<file path="config.mk">
export PLATFORM = sky130hd
export DESIGN_NAME = descriptor_ring_slot_manager
export DESIGN_NICKNAME = d
export VERILOG_FILES = /design/src/drsm_pkg.sv /design/src/drsm_slot_ram.sv /design/src/drsm_ctrl.sv /design/src/descriptor_ring_slot_manager.sv
export SDC_FILE = /design/constraint.sdc
export NUM_CORES = 2
export LEC_CHECK = 0
export BUFFER_PORTS_ARGS = -buffer_cell sky130_fd_sc_hd__buf_2
export CORE_UTILIZATION = 55
export DETAILED_ROUTE_END_ITERATION = 16
export GPL_TIMING_DRIVEN = 1
export PLACE_DENSITY = 0.82
export SYNTH_ARGS = -nofsm -noshare
export SYNTH_HDL_FRONTEND = slang
export SYNTH_SLANG_ARGS = --single-unit
export TNS_END_PERCENT = 30
</file>
<file path="constraint.sdc">
create_clock -name clk -period 14.4 [get_ports clk]
set_input_delay 2.16 -clock clk [delete_from_list [all_inputs] [get_ports clk]]
set_output_delay 2.16 -clock clk [all_outputs]
set_load 0.01 [all_outputs]
</file>
<file path="src/drsm_pkg.sv">
// Shared types and constants for the descriptor ring slot manager.
package drsm_pkg;

  localparam int MAX_ENTRIES    = 64;
  localparam int NUM_SLOTS      = MAX_ENTRIES - 1;
  localparam int SLOT_W         = $clog2(NUM_SLOTS);
  localparam int DEPTH_W        = 7;
  localparam int LEN_W          = 12;
  localparam int TYPE_W         = 8;
  localparam int ADDR_W         = 40;
  localparam int PROD_W         = SLOT_W + LEN_W;
  localparam int CFG_IDX_W      = 3;
  localparam int CFG_DATA_W     = ADDR_W;

  localparam logic [DEPTH_W-1:0] MIN_DEPTH      = 7'd2;
  localparam logic [DEPTH_W-1:0] MAX_DEPTH      = 7'd64;
  localparam logic [LEN_W-1:0]   MAX_BUF_BYTES  = 12'd2048;
  localparam logic [TYPE_W-1:0]  RST_TYPE       = 8'd0;
  localparam logic [LEN_W-1:0]   RST_LEN        = 12'd0;

  // Configuration register indexes.
  localparam logic [CFG_IDX_W-1:0] CFG_RING_SIZE  = 3'd0;
  localparam logic [CFG_IDX_W-1:0] CFG_BUF_BYTES  = 3'd1;
  localparam logic [CFG_IDX_W-1:0] CFG_POOL_BASE  = 3'd2;
  localparam logic [CFG_IDX_W-1:0] CFG_EMPTY_CODE = 3'd3;
  localparam logic [CFG_IDX_W-1:0] CFG_FULL_CODE  = 3'd4;

  localparam logic [1:0] CMD_INIT  = 2'd0;
  localparam logic [1:0] CMD_ENQ   = 2'd1;
  localparam logic [1:0] CMD_FIND  = 2'd2;
  localparam logic [1:0] CMD_WBACK = 2'd3;

  localparam logic [1:0] ST_OK      = 2'd0;
  localparam logic [1:0] ST_NO_SLOT = 2'd1;
  localparam logic [1:0] ST_INVALID = 2'd2;

  typedef struct packed {
    logic [1:0]        cmd;
    logic [LEN_W-1:0]  pkt_len;
    logic [SLOT_W-1:0] slot_sel;
    logic [TYPE_W-1:0] type_code;
  } in_word_t;

  typedef struct packed {
    logic [1:0]        status;
    logic [SLOT_W-1:0] slot_found;
    logic [ADDR_W-1:0] buffer_addr;
    logic [LEN_W-1:0]  slot_length;
  } out_word_t;

  typedef struct packed {
    logic [DEPTH_W-1:0] ring_size;
    logic [LEN_W-1:0]   buf_bytes;
    logic [ADDR_W-1:0]  pool_base;
    logic [TYPE_W-1:0]  empty_code;
    logic [TYPE_W-1:0]  full_code;
  } cfg_t;

  typedef struct packed {
    logic              we;
    logic [SLOT_W-1:0] waddr;
    logic [TYPE_W-1:0] wtype;
    logic [LEN_W-1:0]  wlen;
    logic [SLOT_W-1:0] raddr;
  } ram_req_t;

  typedef struct packed {
    logic [TYPE_W-1:0] rtype;
    logic [LEN_W-1:0]  rlen;
  } ram_rsp_t;

  typedef enum logic [2:0] {
    S_IDLE,
    S_INIT_WR,
    S_TAIL_MOD,
    S_SCAN,
    S_ADDR_MUL,
    S_ADDR_ADD,
    S_RESP
  } state_t;

endpackage

</file>
<file path="src/drsm_slot_ram.sv">
// Slot descriptor store: one write port, one registered read port, per-slot valid bits.
module drsm_slot_ram (
  input  logic                clk,
  input  logic                rst_n,
  input  drsm_pkg::ram_req_t  req,
  output drsm_pkg::ram_rsp_t  rsp
);

  logic [drsm_pkg::TYPE_W+drsm_pkg::LEN_W-1:0] mem [drsm_pkg::NUM_SLOTS];
  logic [drsm_pkg::NUM_SLOTS-1:0]               vld_r;
  logic [drsm_pkg::TYPE_W+drsm_pkg::LEN_W-1:0] rd_data_r;
  logic                                         rd_vld_r;

  always_ff @(posedge clk) begin
    if (req.we) begin
      mem[req.waddr] <= {req.wtype, req.wlen};
    end
    rd_data_r <= mem[req.raddr];
  end

  // A slot never written since reset reads as the reset descriptor.
  always_ff @(posedge clk) begin
    if (!rst_n) begin
      vld_r    <= '0;
      rd_vld_r <= 1'b0;
    end else begin
      if (req.we) begin
        vld_r[req.waddr] <= 1'b1;
      end
      rd_vld_r <= vld_r[req.raddr];
    end
  end

  assign rsp.rtype = rd_vld_r ? rd_data_r[drsm_pkg::TYPE_W+drsm_pkg::LEN_W-1:drsm_pkg::LEN_W]
                              : drsm_pkg::RST_TYPE;
  assign rsp.rlen  = rd_vld_r ? rd_data_r[drsm_pkg::LEN_W-1:0] : drsm_pkg::RST_LEN;

endmodule

</file>
<file path="src/drsm_ctrl.sv">
// Command sequencer: init sweep, tail reduction, pipelined slot scan, write-back and address calculation.
module drsm_ctrl (
  input  logic                 clk,
  input  logic                 rst_n,
  input  logic                 in_valid,
  output logic                 in_stall,
  input  drsm_pkg::in_word_t   in_data,
  output logic                 out_valid,
  input  logic                 out_stall,
  output drsm_pkg::out_word_t  out_data,
  input  drsm_pkg::cfg_t       cfg,
  output drsm_pkg::ram_req_t   ram_req,
  input  drsm_pkg::ram_rsp_t   ram_rsp
);

  drsm_pkg::state_t            state_r, state_nxt;
  drsm_pkg::in_word_t          op_r, op_nxt;
  logic [drsm_pkg::SLOT_W-1:0] cnt_r, cnt_nxt;
  logic [drsm_pkg::SLOT_W-1:0] idx_r, idx_nxt;
  logic                        chk_v_r, chk_v_nxt;
  logic [drsm_pkg::SLOT_W-1:0] chk_slot_r, chk_slot_nxt;
  logic                        chk_last_r, chk_last_nxt;
  logic [drsm_pkg::TYPE_W-1:0] code_r, code_nxt;
  logic [1:0]                  res_status_r, res_status_nxt;
  logic [drsm_pkg::SLOT_W-1:0] res_slot_r, res_slot_nxt;
  logic [drsm_pkg::LEN_W-1:0]  res_len_r, res_len_nxt;
  logic [drsm_pkg::PROD_W-1:0] prod_r, prod_nxt;
  logic [drsm_pkg::ADDR_W-1:0] addr_r, addr_nxt;
  logic [drsm_pkg::SLOT_W-1:0] tail_r, tail_nxt;
  logic                        out_valid_r, out_valid_nxt;
  drsm_pkg::out_word_t         out_data_r, out_data_nxt;

  logic                         depth_ok;
  logic [drsm_pkg::DEPTH_W-1:0] n_full;
  logic [drsm_pkg::SLOT_W-1:0]  n;
  logic [drsm_pkg::DEPTH_W-1:0] idx_inc;
  logic [drsm_pkg::DEPTH_W-1:0] cnt_inc;
  logic [drsm_pkg::DEPTH_W-1:0] chk_inc;
  logic                         accept;

  assign depth_ok = (cfg.ring_size >= drsm_pkg::MIN_DEPTH) &&
                    (cfg.ring_size <= drsm_pkg::MAX_DEPTH);
  assign n_full   = cfg.ring_size - 7'd1;
  assign n        = n_full[drsm_pkg::SLOT_W-1:0];
  assign idx_inc  = {1'b0, idx_r} + 7'd1;
  assign cnt_inc  = {1'b0, cnt_r} + 7'd1;
  assign chk_inc  = {1'b0, chk_slot_r} + 7'd1;
  assign accept   = in_valid && !in_stall;

  assign in_stall  = (state_r != drsm_pkg::S_IDLE);
  assign out_valid = out_valid_r;
  assign out_data  = out_data_r;

  always_ff @(posedge clk) begin
    if (!rst_n) begin
      state_r     <= drsm_pkg::S_IDLE;
      tail_r      <= '0;
      out_valid_r <= 1'b0;
      chk_v_r     <= 1'b0;
    end else begin
      state_r     <= state_nxt;
      tail_r      <= tail_nxt;
      out_valid_r <= out_valid_nxt;
      chk_v_r     <= chk_v_nxt;
    end
  end

  always_ff @(posedge clk) begin
    op_r         <= op_nxt;
    cnt_r        <= cnt_nxt;
    idx_r        <= idx_nxt;
    chk_slot_r   <= chk_slot_nxt;
    chk_last_r   <= chk_last_nxt;
    code_r       <= code_nxt;
    res_status_r <= res_status_nxt;
    res_slot_r   <= res_slot_nxt;
    res_len_r    <= res_len_nxt;
    prod_r       <= prod_nxt;
    addr_r       <= addr_nxt;
    out_data_r   <= out_data_nxt;
  end

  always_comb begin
    state_nxt      = state_r;
    op_nxt         = op_r;
    cnt_nxt        = cnt_r;
    idx_nxt        = idx_r;
    chk_v_nxt      = 1'b0;
    chk_slot_nxt   = chk_slot_r;
    chk_last_nxt   = chk_last_r;
    code_nxt       = code_r;
    res_status_nxt = res_status_r;
    res_slot_nxt   = res_slot_r;
    res_len_nxt    = res_len_r;
    prod_nxt       = prod_r;
    addr_nxt       = addr_r;
    tail_nxt       = tail_r;
    out_valid_nxt  = out_valid_r && out_stall;
    out_data_nxt   = out_data_r;
    ram_req.we     = 1'b0;
    ram_req.waddr  = cnt_r;
    ram_req.wtype  = cfg.empty_code;
    ram_req.wlen   = cfg.buf_bytes;
    ram_req.raddr  = idx_r;

    case (state_r)
      drsm_pkg::S_IDLE: begin
        if (accept) begin
          op_nxt         = in_data;
          res_status_nxt = drsm_pkg::ST_INVALID;
          res_slot_nxt   = '0;
          res_len_nxt    = '0;
          addr_nxt       = '0;
          cnt_nxt        = '0;
          state_nxt      = drsm_pkg::S_RESP;
          if (depth_ok) begin
            case (in_data.cmd)
              drsm_pkg::CMD_INIT: begin
                if (cfg.buf_bytes <= drsm_pkg::MAX_BUF_BYTES) begin
                  res_status_nxt = drsm_pkg::ST_OK;
                  state_nxt      = drsm_pkg::S_INIT_WR;
                end
              end
              drsm_pkg::CMD_ENQ: begin
                if (in_data.pkt_len != '0 && in_data.pkt_len <= cfg.buf_bytes) begin
                  idx_nxt   = tail_r;
                  code_nxt  = cfg.empty_code;
                  state_nxt = drsm_pkg::S_TAIL_MOD;
                end
              end
              drsm_pkg::CMD_FIND: begin
                if ({1'b0, in_data.slot_sel} < n_full) begin
                  idx_nxt   = in_data.slot_sel;
                  code_nxt  = in_data.type_code;
                  state_nxt = drsm_pkg::S_SCAN;
                end
              end
              drsm_pkg::CMD_WBACK: begin
                if ({1'b0, in_data.slot_sel} < n_full) begin
                  ram_req.we     = 1'b1;
                  ram_req.waddr  = in_data.slot_sel;
                  ram_req.wtype  = in_data.type_code;
                  ram_req.wlen   = in_data.pkt_len;
                  res_status_nxt = drsm_pkg::ST_OK;
                  res_slot_nxt   = in_data.slot_sel;
                  res_len_nxt    = in_data.pkt_len;
                  state_nxt      = drsm_pkg::S_ADDR_MUL;
                end
              end
              default: begin
                state_nxt = drsm_pkg::S_RESP;
              end
            endcase
          end
        end
      end

      drsm_pkg::S_INIT_WR: begin
        ram_req.we = 1'b1;
        cnt_nxt    = cnt_inc[drsm_pkg::SLOT_W-1:0];
        if (cnt_inc == n_full) begin
          state_nxt = drsm_pkg::S_RESP;
        end
      end

      // The tail may be stale after a depth change, so reduce it by repeated subtraction.
      drsm_pkg::S_TAIL_MOD: begin
        if (idx_r >= n) begin
          idx_nxt = idx_r - n;
        end else begin
          cnt_nxt   = '0;
          state_nxt = drsm_pkg::S_SCAN;
        end
      end

      // One read is issued per cycle; the slot read in the previous cycle is checked.
      drsm_pkg::S_SCAN: begin
        if (chk_v_r && ram_rsp.rtype == code_r) begin
          res_status_nxt = drsm_pkg::ST_OK;
          res_slot_nxt   = chk_slot_r;
          state_nxt      = drsm_pkg::S_ADDR_MUL;
          if (op_r.cmd == drsm_pkg::CMD_ENQ) begin
            ram_req.we    = 1'b1;
            ram_req.waddr = chk_slot_r;
            ram_req.wtype = cfg.full_code;
            ram_req.wlen  = op_r.pkt_len;
            res_len_nxt   = op_r.pkt_len;
            tail_nxt      = (chk_inc == n_full) ? '0 : chk_inc[drsm_pkg::SLOT_W-1:0];
          end else begin
            res_len_nxt = ram_rsp.rlen;
          end
        end else if (chk_v_r && chk_last_r) begin
          res_status_nxt = drsm_pkg::ST_NO_SLOT;
          state_nxt      = drsm_pkg::S_RESP;
        end else if ({1'b0, cnt_r} < n_full) begin
          chk_v_nxt    = 1'b1;
          chk_slot_nxt = idx_r;
          chk_last_nxt = (cnt_inc == n_full);
          cnt_nxt      = cnt_inc[drsm_pkg::SLOT_W-1:0];
          idx_nxt      = (idx_inc == n_full) ? '0 : idx_inc[drsm_pkg::SLOT_W-1:0];
        end
      end

      drsm_pkg::S_ADDR_MUL: begin
        prod_nxt  = {{drsm_pkg::LEN_W{1'b0}}, res_slot_r} *
                    {{drsm_pkg::SLOT_W{1'b0}}, cfg.buf_bytes};
        state_nxt = drsm_pkg::S_ADDR_ADD;
      end

      drsm_pkg::S_ADDR_ADD: begin
        addr_nxt  = cfg.pool_base +
                    {{(drsm_pkg::ADDR_W - drsm_pkg::PROD_W){1'b0}}, prod_r};
        state_nxt = drsm_pkg::S_RESP;
      end

      drsm_pkg::S_RESP: begin
        if (!out_valid_r || !out_stall) begin
          out_valid_nxt            = 1'b1;
          out_data_nxt.status      = res_status_r;
          out_data_nxt.slot_found  = res_slot_r;
          out_data_nxt.buffer_addr = addr_r;
          out_data_nxt.slot_length = res_len_r;
          state_nxt                = drsm_pkg::S_IDLE;
        end
      end

      default: begin
        state_nxt = drsm_pkg::S_IDLE;
      end
    endcase
  end

endmodule

</file>
<file path="src/descriptor_ring_slot_manager.sv">
// Flow from the accepted word to the result: init writes the n = ring_size-1 data slots,
// one slot write per cycle; find reads one slot per cycle, then does the address math;
// enqueue is a find preceded by tail reduction after a depth change; write-back as find's math.
// One word is processed at a time; the next is taken once the result is registered, and a
// result held by out_stall only delays the release of the next one.
// Reset (synchronous, rst_n low) restores register defaults, tail zero, slots type/length 0.
module descriptor_ring_slot_manager (
  input  logic                                clk,
  input  logic                                rst_n,
  input  logic                                in_valid,
  output logic                                in_stall,
  input  drsm_pkg::in_word_t                  in_data,
  output logic                                out_valid,
  input  logic                                out_stall,
  output drsm_pkg::out_word_t                 out_data,
  input  logic                                cfg_we,
  input  logic [drsm_pkg::CFG_IDX_W-1:0]      cfg_idx,
  input  logic [drsm_pkg::CFG_DATA_W-1:0]     cfg_wdata
);

  drsm_pkg::cfg_t     cfg_r, cfg_nxt;
  drsm_pkg::ram_req_t ram_req;
  drsm_pkg::ram_rsp_t ram_rsp;

  always_comb begin
    cfg_nxt = cfg_r;
    if (cfg_we) begin
      case (cfg_idx)
        drsm_pkg::CFG_RING_SIZE:  cfg_nxt.ring_size  = cfg_wdata[drsm_pkg::DEPTH_W-1:0];
        drsm_pkg::CFG_BUF_BYTES:  cfg_nxt.buf_bytes  = cfg_wdata[drsm_pkg::LEN_W-1:0];
        drsm_pkg::CFG_POOL_BASE:  cfg_nxt.pool_base  = cfg_wdata[drsm_pkg::ADDR_W-1:0];
        drsm_pkg::CFG_EMPTY_CODE: cfg_nxt.empty_code = cfg_wdata[drsm_pkg::TYPE_W-1:0];
        drsm_pkg::CFG_FULL_CODE:  cfg_nxt.full_code  = cfg_wdata[drsm_pkg::TYPE_W-1:0];
        default: cfg_nxt = cfg_r;
      endcase
    end
  end

  always_ff @(posedge clk) begin
    if (!rst_n) begin
      cfg_r.ring_size  <= drsm_pkg::MAX_DEPTH;
      cfg_r.buf_bytes  <= drsm_pkg::MAX_BUF_BYTES;
      cfg_r.pool_base  <= '0;
      cfg_r.empty_code <= 8'd0;
      cfg_r.full_code  <= 8'd1;
    end else begin
      cfg_r <= cfg_nxt;
    end
  end

  drsm_ctrl u_ctrl (
    .clk       (clk),
    .rst_n     (rst_n),
    .in_valid  (in_valid),
    .in_stall  (in_stall),
    .in_data   (in_data),
    .out_valid (out_valid),
    .out_stall (out_stall),
    .out_data  (out_data),
    .cfg       (cfg_r),
    .ram_req   (ram_req),
    .ram_rsp   (ram_rsp)
  );

  drsm_slot_ram u_slot_ram (
    .clk   (clk),
    .rst_n (rst_n),
    .req   (ram_req),
    .rsp   (ram_rsp)
  );

endmodule

</file>
== After elaboration in Yosys (flattened, before gate mapping) ==
Memory sizes are Yosys's and may differ from the RTL's. A register that Yosys moved wholly into a read port is not among the register bits.
Cells that the tools add are included.
Operators by class
  bitwise operators: 5
  equality and inequality tests: 34
  muxes and demuxes: 76
  $lt $le $gt $ge: 10
  reduce and logical (&&, ||, !) cells: 38
  multipliers: 1
  add/sub/neg operators: 6
Operators with widths (count)
  27-bit 2-to-1 mux: 6
  6-bit 2-to-1 mux: 20
  12-bit 2-to-1 mux: 7
  40-bit one-hot mux with 2 select lines: 1
  63-bit bitwise OR: 1
  26-bit one-hot mux with 2 select lines: 1
  40-bit by 18-bit adder with 40-bit output: 1
  40-bit 2-to-1 mux: 1
  3-bit 2-to-1 mux: 10
  8-bit 2-to-1 mux: 3
  12-bit one-hot mux with 2 select lines: 1
  6-bit one-hot mux with 2 select lines: 2
  6-bit one-hot mux with 4 select lines: 1
  6-bit by 1-bit adder with 7-bit output, second input constant: 3
  7-bit equality test: 3
  3-bit one-hot mux with 7 select lines: 1
  6-bit by 12-bit multiplier with 18-bit output: 1
  2-bit by 1-bit != test with 1-bit output, second input constant: 9
  6-bit one-hot mux with 3 select lines: 1
  8-bit one-hot mux with 2 select lines: 1
  2-bit AND reduction: 8
  6-bit by 7-bit < comparator with 1-bit output: 2
  6-bit by 7-bit < comparator with 1-bit output, second input constant: 2
  2-bit 2-to-1 mux: 7
  40 further kinds: 77
Storage, ports and cells
  input port bits: 76
  logic and storage cells: 198
  memory bits (writable): 1260
  bits in registers: 329
  memories: 1
Memory list
  u_slot_ram.mem: depth 63, width 20, rd ports 1, clocked after Yosys merged registers in 1, write ports 1, RTL line drsm_slot_ram.sv:9  | logic [drsm_pkg::TYPE_W+drsm_pkg::LEN_W-1:0] mem [drsm_pkg::NUM_SLOTS];

== Depth between registers and ports, before layout ==
  word-level depth: 12
  gate-level depth with buffers: 18

== Hierarchy ==
From an unflattened synthesis, not the netlist that was laid out.
Second synthesis, totals
  cells, all modules: 3874
  area, all modules: 66670.2 µm²
Modules (own cells, without submodules)
  drsm_slot_ram: sequential area each 39517.9 µm², area an instance 51360.5 µm², times used 1, cells each 2421
  drsm_ctrl: sequential area each 5595.4 µm², area an instance 12433.2 µm², times used 1, cells each 1158
  descriptor_ring_slot_manager: sequential area each 1501.4 µm², area an instance 2876.5 µm², times used 1, cells each 295

== Worst setup path before layout ==
No wires, ideal clock.
  path type: input port to flip-flop
  start: input in_data[9] in the netlist's numbering
  end: memory u_slot_ram.mem[36][0] in the netlist's numbering, enable pin
  setup time: 0.422 ns
  path buffers: 3
  stages on the path: 13
  data required time: 13.978 ns
  setup slack: 8.040 ns
  arrival time: 5.938 ns
  path through: ha_1 > or3_1 > a21oi_1 > maj3_1 > o21ai_1 > a211oi_1 > buf_2 > and3_1 > a221o_1 > buf_4 > nand4_4 > buf_6 > nor3_1
On the way
  cells in the longest elaborated chain, start to end: 8
  elaborated cells on any way between the ends: 9
  classes of those cells: order compare (1); mux (8)
RTL lines
  start: declaration: RTL line descriptor_ring_slot_manager.sv:12  | input drsm_pkg::in_word_t in_data,
  6-bit by 7-bit < comparator with 1-bit output: RTL line drsm_ctrl.sv:139  | if ({1'b0, in_data.slot_sel} < n_full) begin
  27-bit 2-to-1 mux *: RTL line drsm_ctrl.sv:139
  27-bit 2-to-1 mux *: RTL line drsm_ctrl.sv:117  | case (in_data.cmd)
  27-bit 2-to-1 mux *: RTL line drsm_ctrl.sv:116  | if (depth_ok) begin
  27-bit 2-to-1 mux *: RTL line drsm_ctrl.sv:108  | if (accept) begin
  1-bit one-hot mux with 3 select lines: RTL line drsm_ctrl.sv:106  | case (state_r)
  1-bit 2-to-1 mux: RTL line drsm_slot_ram.sv:15  | if (req.we) begin
  1-bit 2-to-1 mux (not written as such): RTL line drsm_slot_ram.sv:16  | mem[req.waddr] <= {req.wtype, req.wlen};
  end: declaration: RTL line drsm_slot_ram.sv:9
Mark *: on every way between the ends. The rest lies on a longest branch, timed or not.

== Worst setup path in the final report ==
  start: input in_data[9] in the netlist's numbering
  end: memory u_slot_ram.mem[30][12] in the netlist's numbering, enable pin
Same word-level chain as after synthesis.

==> results.cfg <==
[sta]
achievable-frequency_ghz = 0.140
worst-slew-pin-transition_ns = 1.40
grt_setup_unrepaired = false
setup_total_negative_slack_ns = 0
finalSetupViolCount = 0
finalClockSkew_ns = 0.0683
post_route_fraction_of_the_period_consumed_by_the_critical_path_pct = 49.7
timing_hold_violations_final = 0
slew_headroom_pct = 6.10
finalMaxSlewViolations = 0
final_worst_path_period_need_ns = 7.15

[cells_and_area]
final_design_area_no_fill_sq_um = 74000
post-route-util_pct = 62.3
layout.cells.most_common = edfxtp_1
instances_no_fill = 5594
layout.nets = 4042
layout_cells_sized_above_1_pct = 24.0
final_cell_mix = edfxtp_1 (1439), mux4_2 (417), nand2_1 (308), dfxtp_1 (170), clkbuf_16 (160)
synthToLayoutAreaGrowth_pct = 11.7

[placed_design]
gp_routability_congestion = 0.951
dpl.cell_count = 5293
placed_area_sq_um = 68800
port-buffer-count = 137
hpwl_mm = 105

[worst_setup_path]
critical_path.endpoint_type = register
required_time_worst_endpoint_ns = 14.79
criticalPathCategory = primary input to register
cp_max_fo = 29
regToRegSetupSlack_ns = 7.44
startpoint_type = primary input
worstPathArrival_ns = 7.54

[global_routing]
grt_pass1_wl_mm = 262
track_usage_pct = 30.3
antenna_found_initial = 36
first_global_vias = 37000
grt-ovfl-total = 0
grt_max_degree = 191

[detailed_routing]
initialDrtViolationCount = 5863
antenna_left = 0
viasPerCell = 6.81
drt-pass1-iter-count = 10
wirelength_mm = 183
drc = 0
route.detailed.wl_per_inst_um = 32.7
vias = 38100

[clock_network]
cts.sink_count = 1609
worstSkewPairLatency_ns = 0.80
cts.repair_timing.setup_buffer_count = 0
clk_pin_slew_ns = 0.06
cts.root.buffer_cell = clkbuf_16
clock_buffer_count_from_cts = 154
cts.repair.resized = 0
clock_tree_from_tritoncts = built
postCtsHoldBufs = 0
htreeDepth = 4
longest_clk_path_bufs = 3

[logic_synthesis]
synth.avg_cell_area_sq_um = 17.9
synth_nets = 3888
yosysUniqueCellTypes = 84
synth_area_sq_um = 66200
dominantRegCellSynth = edfxtp_1
asyncSetResetFlopFracSynth_pct = 0
yosysWarnings = 0
ys_seq_area_share_pct = 70.4
synthesis.instances = 3695
synthTopCellsByArea = edfxtp_1 (65%), mux4_2 (14%), dfxtp_1 (5.1%)
synth_area_leader_cell = edfxtp_1
synth_enable_flop_cells = 1439
synth.top_cell.area_share_pct = 65.3
synth_seq_cells = 1609

[power]
vdd_ir_drop_max_v = 0.000150
pwr_density_cell_nw_per_um2 = 176
power.static_leakage_nw = 24.5
design_power_total_mw = 13.0

[outcome]
outcome = completed

[floorplan]
initial_core_util_pct = 55.8
core_sq_um = 119000
dieHeight_um = 349
die_width_um = 349
pin_count = 138
number_of_cell_rows = 126
die_area_sq_um = 122000

[job]
maxCapViolCount = 0

[min_path]
hp-class = register to register
-- through the flow --
step           setup WS [ns]  hold slack, ns
6_report                7.25           0.417
3_5_place_dp            6.75           0.405
5_1_grt                 7.28           0.420
3_3_place_gp            6.85           0.401
2_1_floorplan           8.04           0.400
4_1_cts                 7.53           0.418
-- synth_stat cells (8+ instances only) --
master and instances:
nand3_1 38, clkbuf_1 140, nor3_1 32, mux2i_1 28, ha_1 74, edfxtp_1 1439
o22ai_1 17, o31ai_1 15, buf_2 9, mux4_2 417, inv_1 123, xnor2_1 55
a21oi_1 117, xor2_1 35, a211oi_1 10, o21ai_0 75, nor2b_1 18, nand4_1 14
a31oi_1 15, a21o_1 19, and2_1 65, o211ai_1 9, a222oi_1 20, and3_1 27
o21ai_1 13, a22o_1 27, nor2_1 133, mux2_2 8, buf_1 45, fa_1 43
nor4_1 8, or3_1 18, dfxtp_1 170, nand2_1 308
-- path summary, 6_finish.rpt --
check / from / cells after the start / to
worst max-delay path: in_data[9] / 12 / u_slot_ram.mem[30][12]$_DFFE_PP_
worst min-delay path: u_ctrl.addr_r[1]$_SDFFCE_PN0P_ / 0 / u_ctrl.out_data[13]$_DFFE_PP_
worst max register to register: cfg_r[68]$_SDFFE_PN0P_ / 15 / u_slot_ram.mem[30][12]$_DFFE_PP_
worst min register to register: u_ctrl.addr_r[1]$_SDFFCE_PN0P_ / 0 / u_ctrl.out_data[13]$_DFFE_PP_
-- cell type report --
class / instances / area, sq um
clock inverters: 87 / 861
flip-flops and latches: 1609 / 46600
well taps: 1600 / 2000
multi-input cells: 1763 / 18600
fillers: 7637 / 44800
repair buffers: 196 / 1170
inverters: 125 / 472
diodes: 12 / 30.0
clock buffers: 202 / 4250
-- power breakdown --
part           switching, mW  internal [mW]  total, mW
clock network           1.84           2.25       4.09
registers              0.148           5.44       5.59
logic                   2.09           1.21       3.30
total                   4.08           8.90       13.0
-- worst max-delay path, cell delays in order --
cell and delay (ns):
buf_2 0.14, ha_1 0.21, or3_1 0.34, a21oi_1 0.18
maj3_1 0.25, o21ai_1 0.20, a211oi_4 0.29, buf_4 0.39
and3_1 0.36, a221o_1 0.57, nand3_1 1.10, nor2_2 1.32
-- kinds of logic (layout without fill, tap and decap cells) --
logic type / after synthesis / in the layout / share of synthesized area, %
AO/OA/AOI/OAI: 402 / 402 / 4.04
XOR/XNOR: 90 / 90 / 1.19
adder cells (fa/ha/maj): 121 / 121 / 2.76
buffers and inverters: 323 / 610 / 1.89
flip-flops: 1609 / 1609 / 70.4
multiplexers: 453 / 453 / 14.7
other: 0 / 12 / 0
AND/OR/NAND/NOR: 697 / 697 / 4.96
-- sequential cells by signal (all words and copies together) (netlist names), 6 cells and up --
register              cells
u_slot_ram.mem         1260
u_ctrl.cnt_r              6
u_ctrl.res_len_r         12
u_ctrl.code_r             8
u_ctrl.res_slot_r         6
u_ctrl.addr_r            40
u_ctrl.idx_r              6
u_slot_ram.rd_data_r     20
u_ctrl.op_r              14
u_ctrl.out_data          60
u_slot_ram.vld_r         63
cfg_r                    75
u_ctrl.chk_slot_r         6
u_ctrl.prod_r            18
u_ctrl.tail_r             6
-- routing by layer --
metal  track usage, %  routed length [um]
met1             38.7               62100
met2             47.3               86000
met3             8.77               23000
met4             15.9               11300
met5                0                 266
No activity file was read; power rests on OpenSTA's default activity.
